--- src/rtl/core/assert_macros.svh ---
// Assertion macros for the allocator RTL.
`ifndef ASSERT_MACROS_SVH
`define ASSERT_MACROS_SVH

`ifndef SYNTH
`define SCFL_ASSERT(lbl, clk, rst_n, prop, msg) \
  lbl: assert property (@(posedge clk) disable iff (!rst_n) (prop)) else $error(msg);
`define SCFL_NEVER(lbl, clk, rst_n, cond, msg) \
  lbl: assert property (@(posedge clk) disable iff (!rst_n) !(cond)) else $error(msg);
`else
`define SCFL_ASSERT(lbl, clk, rst_n, prop, msg)
`define SCFL_NEVER(lbl, clk, rst_n, cond, msg)
`endif

`endif

--- src/rtl/core/scfl_pkg.sv ---
// Types, constants and helpers for the size-class free-list allocator.
package scfl_pkg;

  localparam int unsigned HEAP_BYTES_DEF     = 65536;
  localparam int unsigned MIN_BLOCK_LOG2_DEF = 3;
  localparam int unsigned NUM_CLASSES_DEF    = 14;

  localparam int unsigned SIZE_BITS   = 17;
  localparam int unsigned ADDR_BITS   = 32;
  localparam int unsigned EXP_BITS    = 5;
  localparam int unsigned BLK_BITS    = 18;
  localparam int unsigned QUEUE_DEPTH = 2;

  typedef enum logic {
    REQ_ALLOC = 1'b0,
    REQ_FREE  = 1'b1
  } req_type_e;

  typedef enum logic [2:0] {
    CMD_ALLOC,
    CMD_FREE,
    CMD_FREE_IGNORE,
    CMD_OVERSIZE_ALLOC,
    CMD_OVERSIZE_FREE
  } cmd_kind_e;

  typedef enum logic [1:0] {
    ST_ALLOCATED = 2'd0,
    ST_FREED     = 2'd1,
    ST_IGNORED   = 2'd2,
    ST_NO_MEMORY = 2'd3
  } status_e;

  typedef enum logic {
    BK_READY,
    BK_POP
  } back_state_e;

  // Classified request as it travels from front to back.
  typedef struct packed {
    cmd_kind_e             kind;
    logic [EXP_BITS-1:0]   exp;
  } cmd_t;

  // Index width for a store of n entries, at least one bit.
  function automatic int unsigned idx_width(input int unsigned n);
    return (n > 1) ? $clog2(n) : 1;
  endfunction

endpackage

--- src/rtl/core/scfl_ram.sv ---
// Generic single-write, single-read RAM with registered read data.
module scfl_ram import scfl_pkg::*; #(
  parameter int unsigned WIDTH = 8,
  parameter int unsigned DEPTH = 16,
  localparam int unsigned AW = idx_width(DEPTH)
) (
  input  logic             clk_i,
  input  logic             we_i,
  input  logic [AW-1:0]    waddr_i,
  input  logic [WIDTH-1:0] wdata_i,
  input  logic             re_i,
  input  logic [AW-1:0]    raddr_i,
  output logic [WIDTH-1:0] rdata_o
);

  logic [WIDTH-1:0] mem_q [DEPTH];
  logic [WIDTH-1:0] rdata_q;

  always_ff @(posedge clk_i) begin
    if (we_i) begin
      mem_q[waddr_i] <= wdata_i;
    end
    if (re_i) begin
      rdata_q <= mem_q[raddr_i];
    end
  end

  assign rdata_o = rdata_q;

endmodule

--- config.mk ---
export PLATFORM = sky130hd
export DESIGN_NAME = scfl_ram
export DESIGN_NICKNAME = d
export VERILOG_FILES = /design/src/rtl/core/assert_macros.svh /design/src/rtl/core/scfl_pkg.sv /design/src/rtl/core/scfl_ram.sv
export SDC_FILE = /design/constraint.sdc
export NUM_CORES = 1
export LEC_CHECK = 0
export ABC_AREA = 1
export BUFFER_PORTS_ARGS = -buffer_cell sky130_fd_sc_hd__buf_2
export CORE_ASPECT_RATIO = 1.5
export CORE_UTILIZATION = 61
export DETAILED_ROUTE_END_ITERATION = 8
export GPL_TIMING_DRIVEN = 0
export PLACE_DENSITY = 0.79
export RECOVER_POWER = 25
export SETUP_SLACK_MARGIN = 0.05
export SLEW_MARGIN = 20
export SYNTH_ARGS = -nofsm -noshare
export SYNTH_HDL_FRONTEND = slang
export SYNTH_SLANG_ARGS = --single-unit
--- constraint.sdc ---
create_clock -name clk_i -period 1.4 [get_ports clk_i]
set_input_delay 0.28 -clock clk_i [delete_from_list [all_inputs] [get_ports clk_i]]
set_output_delay 0.28 -clock clk_i [all_outputs]
set_load 0.01 [all_outputs]
# ---- Word level (Yosys, flattened, before mapping)
# Memories as Yosys holds them, arrays and structs flattened. A register that Yosys moved wholly into a read port is not among the register bits.
# Index checks and enable logic that the tools add are counted.
dict set report totals {
  ram_bits 128
  n_memories 1
  register_bits 0
  mem_bits_ro 0
  input_bits 19
  output_inout_bits 8
  latchBits 0
}
dict set report op_classes {
  bitwise_logic 0
  order_cmp 0
  n_div 0
  n_shift 0
  eq_ne 0
  n_mux 2
  n_mul 0
  addsub 0
  reduce_logical 0
}
# name words width read_ports rd_ports_with_merged_regs wr line_no
set memory_table {}
lappend memory_table {mem_q 16 8 1 1 1 scfl_ram.sv:16} ;# logic [WIDTH-1:0] mem_q [DEPTH];
# cell n
set ops {}
lappend ops {{1-bit 2-to-1 mux} 2}

# ---- Longest topological paths before layout
# Gate-level depths: netlist of the first run.
dict set report depth {
  word_depth 2
  depth_mapped 8
  depth_no_buf 7
}

# ---- Worst setup path before layout of the first run
# Ideal clock, no wire load.
dict set report synth_timing {
  path_kind {in2reg}
  from {input port waddr_i[2]}
  to {memory mem_q[10][0], enable pin}
  slack_ps 169
  t_arrival_ps 861
  cell_stages 2
  setup_ps 370
  path_cell_list {nand3b_1 -> nor2_1}
}
# item line_no
set synth_rtl {}
lappend synth_rtl {{start: declaration} scfl_ram.sv:9} ;# input logic [AW-1:0] waddr_i,
lappend synth_rtl {{end: declaration} scfl_ram.sv:16}
# Straight into the memory's write port.

# ---- Worst setup path after layout of the first run
dict set report layout_timing {
  from {input port waddr_i[3]}
  to {memory mem_q[7][6], enable pin}
}
# Straight into the memory's write port.

==> load_flow_metrics.sql, run 1 <==
INSERT INTO impl_metrics (metric_group, metric, value, unit) VALUES
('timing', 'tightest_slew', '0.832', 'ns'),
('yosys', 'syn_inst', '551', ''),
('power_and_ir_drop', 'ir_worst_vdd', '1.14', 'mV'),
('power_and_ir_drop', 'total_switching_power', '2.07', 'mW'),
('floorplanning', 'ios', '27', ''),
('floorplanning', 'rows', '43', ''),
('yosys', 'leading_post_synthesis_cells_by_cell_area', 'sky130_fd_sc_hd__edfxtp_1 70%, sky130_fd_sc_hd__nand2_1 11%, sky130_fd_sc_hd__nand3_1 8.3%, sky130_fd_sc_hd__inv_1 6.4%, sky130_fd_sc_hd__buf_6 1.2%', ''),
('yosys', 'post_synthesis_mean_instance_area', '10.6', 'sq um'),
('place', 'placed_cells', '686', ''),
('yosys', 'synth.lib_cells_used.distinct', '11', ''),
('yosys', 'xor_and_xnor_fraction_of_the_mapped_netlist_area', '0', ''),
('timing', 'skew', '0.00517', 'ns'),
('final_layout', 'most-common-layout-cells', '173 x sky130_fd_sc_hd__nand2_1, 136 x sky130_fd_sc_hd__edfxtp_1, 100 x sky130_fd_sc_hd__inv_1', ''),
('power_and_ir_drop', 'p_sw_frac', '0.208', ''),
('grt', 'first_global_vias', '3797', ''),
('status', 'run_status', 'finished, final reports clean', ''),
('final_layout', 'layout-drive-gt1-share', '0.119', ''),
('yosys', 'synth_area', '5850', 'sq um'),
('timing', 'final.period_utilization', '0.947', ''),
('floorplanning', 'dieHeight', '122', 'um'),
('power_and_ir_drop', 'internal_power', '7.90', 'mW'),
('drt', 'drtIter0Drc', '539', ''),
('yosys', 'muxShareOfSynthArea', '0', ''),
('yosys', 'synth_top_cell_area_share', '0.698', ''),
('grt', 'globalRouteOverflowTotal', '0', ''),
('grt', 'grt_antenna_before_repair', '0', ''),
('drt', 'avgRoutedWirePerCell', '18.3', 'um'),
('cts', 'cts-resized-gates', '0', ''),
('final_layout', 'layoutNonFillerInstCount', '718', ''),
('timing', 'max-slew-margin-rel', '0.443', ''),
('place', 'post-dp-hpwl', '8490', 'um'),
('cts', 'cts.hold.buffers_added', '0', ''),
('final_layout', 'n_antenna_cell', '0', ''),
('yosys', 'synth_top_family_by_area', 'simple AND/OR/NAND/NOR gates', ''),
('yosys', 'synth_fp_nets', '570', ''),
('floorplanning', 'initial_core_util', '0.632', ''),
('final_layout', 'finish.utilization', '0.727', ''),
('setup_path', 'timing.critical_path.required', '1.44', 'ns'),
('setup_path', 'critical_path_class', 'primary input to flop', ''),
('place', 'io_buffers', '23', ''),
('setup_path', 'crit_path_arrival_time', '1.37', 'ns'),
('floorplanning', 'die_width', '81.9', 'um'),
('place', 'globalplace.congestion', '0.887', ''),
('final_layout', 'final_common_cell', 'sky130_fd_sc_hd__nand2_1', ''),
('drt', 'post_drt_via_cell_ratio', '5.59', ''),
('power_and_ir_drop', 'power.combinational.fraction', '0.059', ''),
('power_and_ir_drop', 'clock_power_share', '0.478', ''),
('timing', 'hold_violations', '0', ''),
('cts', 'cts_htree_levels', '4', ''),
('setup_path', 'timing.critical_path.from_type', 'primary input', ''),
('floorplanning', 'core_area', '9250', 'sq um'),
('grt', 'grt_start_max_net_pins', '17', ''),
('timing', 'fmax', '755', 'MHz'),
('cts', 'tritoncts', 'yes', ''),
('yosys', 'synthSimpleGateAreaFrac', '0.208', ''),
('timing', 'hold_slack', '0.284', 'ns'),
('drt', 'post-route-drc-count', '0', ''),
('yosys', 'ys_seq_elements', '136', ''),
('cts', 'worstSkewPairLatency', '0.42', 'ns'),
('floorplanning', 'dieArea', '9990', 'sq um'),
('yosys', 'synth_area_leader', 'sky130_fd_sc_hd__edfxtp_1', ''),
('final_layout', 'fillers', '613', ''),
('run', 'cap_viol_max_count', '0', ''),
('yosys', 'complex_gate_fraction_of_the_synthesized_area', '0', ''),
('cts', 'number_of_post_cts_setup_repair_buffers', '0', ''),
('drt', 'vias', '4014', ''),
('power_and_ir_drop', 'seq_power_share', '0.463', ''),
('cts', 'clk_path_buf_depth', '2', ''),
('timing', 'min_period', '1.33', 'ns'),
('yosys', 'ys_seq_area_frac', '0.698', ''),
('min_path', 'timing.hold.worst.class', 'primary input to flop', '');
-- power by group through the flow --
| stage | registers, mW | logic [mW] | clock network (mW) |
|---|---|---|---|
| floorplan | 4.70 | 0.322 | 0 |
| global placement | 4.69 | 0.552 | 0 |
| detailed placement | 4.69 | 0.568 | 0 |
| CTS | 4.61 | 0.579 | 4.75 |
| global route | 4.62 | 0.641 | 4.94 |
| finish | 4.61 | 0.586 | 4.77 |
-- worst max-delay path, cell delays in order --
cell and delay, ns:
sky130_fd_sc_hd__buf_2 0.11, sky130_fd_sc_hd__nand3b_1 0.27, sky130_fd_sc_hd__nor2_1 0.70
-- cell families (layout without fill, tap and decap cells) --
group | count (synthesis) | in the layout
buf+inv | 126 | 181
flops | 136 | 136
simple gates | 289 | 289
-- stage by stage --
stage	setup TNS (ns)	cell area, sq um	setup slack [ns]
final	0	6730	0.0748
after global routing	0	6730	0.0479
after CTS	0	6740	0.0858
after detailed placement	-28.85	6100	-0.348
after global placement	-24.91	6100	-0.337
after floorplan	0	5850	0.169
-- final cells by class --
class	count	area, sq um	share of cell area
multi-input combinational	289	1220	0.181
timing repair buffer	23	108	0.0160
sequential	136	4080	0.607
clock buffer	18	429	0.0638
clock inverter	14	205	0.0305
inverter	102	383	0.0569
tap	112	140	0.0208
buffer	24	166	0.0247
-- flip-flops by register name, summed over array words and instances (netlist names) --
signal,count
rdata_o,8
mem_q,128
-- cell usage after synthesis (all sizes together) --
library cell	instances
inv	102
nand3	97
nand3b	2
buf	24
edfxtp	136
nand2	173
nor2	17
-- metal layers --
layer,vias to the layer above,part of all wire,GRT usage
met4,0,0.035,0.132
met5,-,0,0
li1,1874,-,-
met2,274,0.51,0.478
met1,1823,0.36,0.383
met3,43,0.099,0.0682
-- final timing paths --
kind	startpoint	to	slack [ns]	depth (start not counted)
worst max-delay path	waddr_i[3]	mem_q[7][6]$_DFFE_PP_	0.07	3
worst min register to register	mem_q[12][5]$_DFFE_PP_	rdata_o[5]$_DFFE_PP_	0.75	6
worst max register to register	mem_q[6][0]$_DFFE_PP_	rdata_o[0]$_DFFE_PP_	0.15	6
worst min-delay path	re_i	rdata_o[5]$_DFFE_PP_	0.28	1
Note: power is estimated with default switching activity, not from simulation.
==> run 2: changes to the inputs <==
--- a/config.mk
+++ b/config.mk
@@ -8,5 +8,6 @@
 export ABC_AREA = 1
 export BUFFER_PORTS_ARGS = -buffer_cell sky130_fd_sc_hd__buf_2
-export CORE_ASPECT_RATIO = 1.5
+export CAP_MARGIN = 20
+export CORE_ASPECT_RATIO = 0.6
 export CORE_UTILIZATION = 61
 export DETAILED_ROUTE_END_ITERATION = 8
==> constraint.sdc (replaced) <==
create_clock -name clk_i -period 1.4 [get_ports clk_i]
set_input_delay 0.21 -clock clk_i [delete_from_list [all_inputs] [get_ports clk_i]]
set_output_delay 0.21 -clock clk_i [all_outputs]
set_load 0.01 [all_outputs]
==> load_flow_metrics.sql, run 2 (synthesized netlist as in run 1, its figures left out) <==
INSERT INTO impl_metrics (metric_group, metric, value, unit) VALUES
('final_layout', 'n_antenna_cell', '0', ''),
('cts', 'clock_sinks', '136', ''),
('cts', 'tritoncts', 'yes', ''),
('grt', 'grt_start_max_net_pins', '17', ''),
('timing', 'skew', '0.00561', 'ns'),
('grt', 'grt_usage', '0.324', ''),
('grt', 'globalRouteOverflowTotal', '0', ''),
('setup_path', 'list_of_cells_traversed_by_the_critical_path', 'buf_2 > nand3b_1 > nor2_1', ''),
('final_layout', 'final-seq-area', '4080', 'sq um'),
('drt', 'route.antenna.remaining_nets', '0', ''),
('cts', 'clk_path_buf_depth', '2', ''),
('final_layout', 'max_flop_register', 'mem_q', ''),
('power_and_ir_drop', 'total_power', '9.46', 'mW'),
('grt', 'grt_first_pass_wirelength', '22200', 'um'),
('timing', 'unrepaired_setup_endpoints_after_global_routing', 'false', ''),
('status', 'run_status', 'finished, final reports clean', ''),
('grt', 'grt_antenna_before_repair', '0', ''),
('floorplanning', 'dieArea', '9990', 'sq um'),
('cts', 'number_of_post_cts_setup_repair_buffers', '0', ''),
('floorplanning', 'initial_core_util', '0.634', ''),
('floorplanning', 'dieHeight', '77.8', 'um'),
('final_layout', 'most-common-layout-cells', '173 x sky130_fd_sc_hd__nand2_1, 136 x sky130_fd_sc_hd__edfxtp_1, 100 x sky130_fd_sc_hd__inv_1', ''),
('drt', 'vias', '4061', ''),
('timing', 'max-slew-margin-rel', '0.333', ''),
('timing', 'hold_violations', '0', ''),
('timing', 'totalNegativeSetupSlack', '0', 'ns'),
('setup_path', 'crit_path_arrival_time', '1.33', 'ns'),
('setup_path', 'critical_path.max_stage_delay', '0.78', 'ns'),
('floorplanning', 'rows', '27', ''),
('setup_path', 'crit_slowest_cell', 'sky130_fd_sc_hd__nor2_1', ''),
('drt', 'post-route-drc-count', '0', ''),
('cts', 'cts_htree_levels', '4', ''),
('setup_path', 'timing.critical_path.required', '1.43', 'ns'),
('floorplanning', 'ios', '27', ''),
('place', 'post-dp-hpwl', '9510', 'um'),
('final_layout', 'largest_register_ff_count', '128', ''),
('final_layout', 'final_nets', '612', ''),
('power_and_ir_drop', 'power.static_leakage', '2.89', 'nW'),
('cts', 'numCtsBuffers', '17', ''),
('place', 'globalplace.congestion', '0.937', ''),
('timing', 'tightest_slew', '0.997', 'ns'),
('final_layout', 'layoutNonFillerInstCount', '736', ''),
('setup_path', 'setup.worst_path.end_class', 'flop', ''),
('final_layout', 'layout-drive-gt1-share', '0.120', ''),
('drt', 'drtIter0Drc', '626', ''),
('floorplanning', 'core_area', '9220', 'sq um'),
('timing', 'fmax', '772', 'MHz'),
('grt', 'first_global_vias', '3936', ''),
('setup_path', 'timing.critical_path.from_type', 'primary input', ''),
('run', 'cap_viol_max_count', '0', ''),
('drt', 'routed_wl', '14500', 'um'),
('drt', 'first_pass_iters', '5', ''),
('timing', 'hold_slack', '0.238', 'ns'),
('final_layout', 'finish.utilization', '0.724', ''),
('cts', 'cts.hold.buffers_added', '0', ''),
('place', 'placed_cells', '704', ''),
('final_layout', 'fillers', '651', ''),
('power_and_ir_drop', 'ir_worst_vdd', '0.949', 'mV'),
('drt', 'post_drt_via_cell_ratio', '5.52', ''),
('cts', 'worstSkewPairLatency', '0.41', 'ns'),
('setup_path', 'critical_path_class', 'primary input to flop', ''),
('floorplanning', 'die_width', '128', 'um'),
('timing', 'report.final.setup_viol', '0', ''),
('final_layout', 'total_area_of_multi_input_combinational_cells', '1220', 'sq um'),
('timing', 'report.final.slew_viol_count', '0', ''),
('power_and_ir_drop', 'p_per_area', '1420', 'nW/um^2'),
('setup_path', 'critical_path_fanout_max', '8', ''),
('timing', 'final.period_utilization', '0.925', ''),
('drt', 'avgRoutedWirePerCell', '19.7', 'um'),
('cts', 'cts_root_buf', 'sky130_fd_sc_hd__clkbuf_16', ''),
('cts', 'cts-resized-gates', '0', ''),
('timing', 'min_period', '1.30', 'ns'),
('final_layout', 'syn_to_final_growth', '14.3', '%'),
('cts', 'clk_pin_slew', '0.05', 'ns'),
('place', 'io_buffers', '23', ''),
('min_path', 'timing.hold.worst.class', 'primary input to flop', ''),
('final_layout', 'final_common_cell', 'sky130_fd_sc_hd__nand2_1', '');
==> run 2: metal layers <==
| metal | GRT usage | part of all wire |
|---|---|---|
| met4 | 0.114 | 0.016 |
| met5 | 0 | 0 |
| met3 | 0.119 | 0.13 |
| met2 | 0.452 | 0.44 |
| met1 | 0.466 | 0.41 |
==> run 2: area by class of cell <==
type,count,area share
buffer,24,0.0249
clock buffer,17,0.0637
clock inverter,15,0.0202
inverter,102,0.0573
multi-input combinational,289,0.182
sequential,136,0.611
tap,130,0.0243
timing repair buffer,23,0.0161
==> run 2: final timing paths <==
check / start / slack, ns / endpoint / cells past startpoint
max reg2reg: mem_q[1][6]$_DFFE_PP_ / 0.18 / rdata_o[6]$_DFFE_PP_ / 6
min reg2reg: mem_q[6][7]$_DFFE_PP_ / 0.78 / rdata_o[7]$_DFFE_PP_ / 6
max: waddr_i[2] / 0.10 / mem_q[9][1]$_DFFE_PP_ / 3
min: wdata_i[5] / 0.24 / mem_q[2][5]$_DFFE_PP_ / 1
==> run 2: power breakdown <==
part / switching, mW / internal, mW / total (mW)
Clock: 1.66 / 2.59 / 4.24
Sequential: 0.0254 / 4.59 / 4.62
Combinational: 0.434 / 0.168 / 0.603
==> run 2: critical path, delay by kind of cell <==
kind                   cells  cell delay (ns)
and+or+nand+nor            2             0.99
buffers and inverters      1             0.12
==> run 2: through the flow <==
stage	instance area, sq um	worst slack [ns]
2_1_floorplan	5850	0.239
3_3_place_gp	6120	-0.279
3_5_place_dp	6120	-0.267
4_1_cts	6690	0.172
5_1_grt	6680	0.0502
6_report	6680	0.105
==> run 3: changes to the inputs <==
- CORE_UTILIZATION: 61 -> 59
- PLACE_DENSITY: 0.79 -> 0.77
==> load_flow_metrics.sql, run 3 (synthesized netlist as in run 1, its figures left out) <==
INSERT INTO impl_metrics (metric_group, metric, value, unit) VALUES
('timing', 'hold_violations', '0', ''),
('setup_path', 'setup.worst_path.end_class', 'flop', ''),
('place', 'placed_cells', '704', ''),
('drt', 'post_drt_via_cell_ratio', '5.73', ''),
('floorplanning', 'rows', '27', ''),
('timing', 'min_period', '1.26', 'ns'),
('setup_path', 'timing.critical_path.from_type', 'primary input', ''),
('setup_path', 'crit_path_arrival_time', '1.30', 'ns'),
('drt', 'drtIter0Drc', '824', ''),
('drt', 'avgRoutedWirePerCell', '20.4', 'um'),
('setup_path', 'crit-reg2reg-capture', 'rdata_o[0]$_DFFE_PP_', ''),
('drt', 'post-route-drc-count', '0', ''),
('cts', 'clock_sinks', '136', ''),
('timing', 'report.final.setup_viol', '0', ''),
('final_layout', 'layout-drive-gt1-share', '0.114', ''),
('setup_path', 'reg2reg_depth', '6', ''),
('final_layout', 'largest_register_ff_count', '128', ''),
('floorplanning', 'die_width', '131', 'um'),
('place', 'post-dp-hpwl', '9710', 'um'),
('place', 'io_buffers', '23', ''),
('timing', 'hold_slack', '0.258', 'ns'),
('timing', 'unrepaired_setup_endpoints_after_global_routing', 'false', ''),
('setup_path', 'timing.critical_path.required', '1.44', 'ns'),
('place', 'globalplace.congestion', '0.892', ''),
('cts', 'cts.hold.buffers_added', '0', ''),
('setup_path', 'worst_r2r_startpoint', 'mem_q[6][0]$_DFFE_PP_', ''),
('timing', 'max-slew-margin-rel', '0.354', ''),
('power_and_ir_drop', 'power.static_leakage', '2.91', 'nW'),
('timing', 'skew', '0.00389', 'ns'),
('setup_path', 'critPathCapture', 'mem_q[6][7]$_DFFE_PP_', ''),
('floorplanning', 'dieHeight', '79.1', 'um'),
('timing', 'final.period_utilization', '0.898', ''),
('cts', 'cts_root_buf', 'sky130_fd_sc_hd__clkbuf_16', ''),
('floorplanning', 'dieArea', '10300', 'sq um'),
('floorplanning', 'core_area', '9390', 'sq um'),
('grt', 'globalRouteOverflowTotal', '0', ''),
('power_and_ir_drop', 'p_per_area', '1490', 'nW/um^2'),
('grt', 'first_global_vias', '3859', ''),
('setup_path', 'critical_path_class', 'primary input to flop', ''),
('final_layout', 'layoutNonFillerInstCount', '736', ''),
('setup_path', 'reg2reg_slack', '0.18', 'ns'),
('cts', 'cts_htree_levels', '4', ''),
('final_layout', 'most-common-layout-cells', '173 x sky130_fd_sc_hd__nand2_1, 136 x sky130_fd_sc_hd__edfxtp_1, 100 x sky130_fd_sc_hd__inv_1', ''),
('run', 'cap_viol_max_count', '0', ''),
('cts', 'numCtsBuffers', '17', ''),
('grt', 'grt_antenna_before_repair', '0', ''),
('cts', 'clk_path_buf_depth', '2', ''),
('grt', 'grt_usage', '0.324', ''),
('power_and_ir_drop', 'ir_worst_vdd', '1.09', 'mV'),
('cts', 'tritoncts', 'yes', ''),
('cts', 'number_of_post_cts_setup_repair_buffers', '0', ''),
('timing', 'tightest_slew', '0.969', 'ns'),
('cts', 'cts-resized-gates', '0', ''),
('grt', 'grt_first_pass_wirelength', '22600', 'um'),
('timing', 'report.final.slew_viol_count', '0', ''),
('min_path', 'timing.hold.worst.class', 'primary input to flop', ''),
('grt', 'grt_start_max_net_pins', '17', ''),
('final_layout', 'final_common_cell', 'sky130_fd_sc_hd__nand2_1', ''),
('final_layout', 'fillers', '675', ''),
('final_layout', 'syn_to_final_growth', '15.5', '%'),
('setup_path', 'critical_path_fanout_max', '8', ''),
('final_layout', 'final_nets', '612', ''),
('final_layout', 'n_antenna_cell', '0', ''),
('final_layout', 'max_flop_register', 'mem_q', ''),
('timing', 'fmax', '795', 'MHz'),
('cts', 'clk_pin_slew', '0.06', 'ns'),
('setup_path', 'crit_start', 'waddr_i[3]', ''),
('drt', 'vias', '4217', ''),
('floorplanning', 'initial_core_util', '0.623', ''),
('drt', 'routed_wl', '15000', 'um'),
('drt', 'route.antenna.remaining_nets', '0', ''),
('drt', 'first_pass_iters', '6', ''),
('cts', 'worstSkewPairLatency', '0.42', 'ns'),
('status', 'run_status', 'finished, final reports clean', ''),
('floorplanning', 'ios', '27', '');
run 3: cell count changes in the layout (fill, tap and decap cells not counted):
cell                        change
sky130_fd_sc_hd__clkinv_2       -7
sky130_fd_sc_hd__bufinv_16      +3
sky130_fd_sc_hd__clkbuf_1       +2
sky130_fd_sc_hd__clkinv_4       +2
sky130_fd_sc_hd__clkinv_1       +1
sky130_fd_sc_hd__inv_6          -1
sky130_fd_sc_hd__nor2_1         +1
sky130_fd_sc_hd__nor2_2         -1
run 3: power breakdown:
group / internal (mW) / switching, mW / leakage (nW) / total [mW]
combinational: 0.168 / 0.454 / 1.37 / 0.623
sequential: 4.59 / 0.0229 / 1.24 / 4.61
clock: 3.15 / 1.68 / 0.300 / 4.82
total: 7.90 / 2.15 / 2.91 / 10.1
run 3: area by class of cell:
type / instances / area, sq um / area share
Clock buffer: 19 / 433 / 0.0641
Timing Repair Buffer: 23 / 108 / 0.0159
Buffer: 24 / 166 / 0.0246
Inverter: 102 / 383 / 0.0567
Sequential cell: 136 / 4080 / 0.605
Clock inverter: 13 / 203 / 0.0300
Tap cell: 130 / 163 / 0.0241
Multi-Input combinational cell: 289 / 1210 / 0.180
run 3: how the worst min path moves through the flow:
stage,from,to,slack (ns),cells past startpoint
floorplan,wdata_i[0],mem_q[0][0]$_DFFE_PP_,0.31,0
global placement,re_i,rdata_o[7]$_DFFE_PP_,0.58,1
detailed placement,re_i,rdata_o[7]$_DFFE_PP_,0.59,1
CTS,re_i,rdata_o[7]$_DFFE_PP_,0.15,1
global route,wdata_i[7],mem_q[9][7]$_DFFE_PP_,0.25,1
finish,wdata_i[7],mem_q[3][7]$_DFFE_PP_,0.26,1
run 3: critical path, stage by stage:
cell and delay (ns):
sky130_fd_sc_hd__buf_2 0.12, sky130_fd_sc_hd__nand3b_1 0.24, sky130_fd_sc_hd__nor2_1 0.73
run 3: through the flow:
step	area (sq um)	setup TNS, ns	utilization	worst slack, ns	power (mW)
after CTS	6760	0	0.720	0.0887	10.0
after floorplan	5850	0	-	0.239	5.02
after global placement	6120	-17.90	0.652	-0.297	5.27
final	6750	0	0.719	0.142	10.1
after global routing	6750	0	0.719	0.0647	10.3
after detailed placement	6120	-22.79	0.652	-0.347	5.30
run 3: layer usage:
metal  wire [um]  vias to the layer above  GRT usage
met3        2220                       29     0.0714
li1            -                     1866          -
met5           0                        -          0
met1        6240                     1993      0.509
met2        6240                      329      0.443
met4         273                        0      0.114
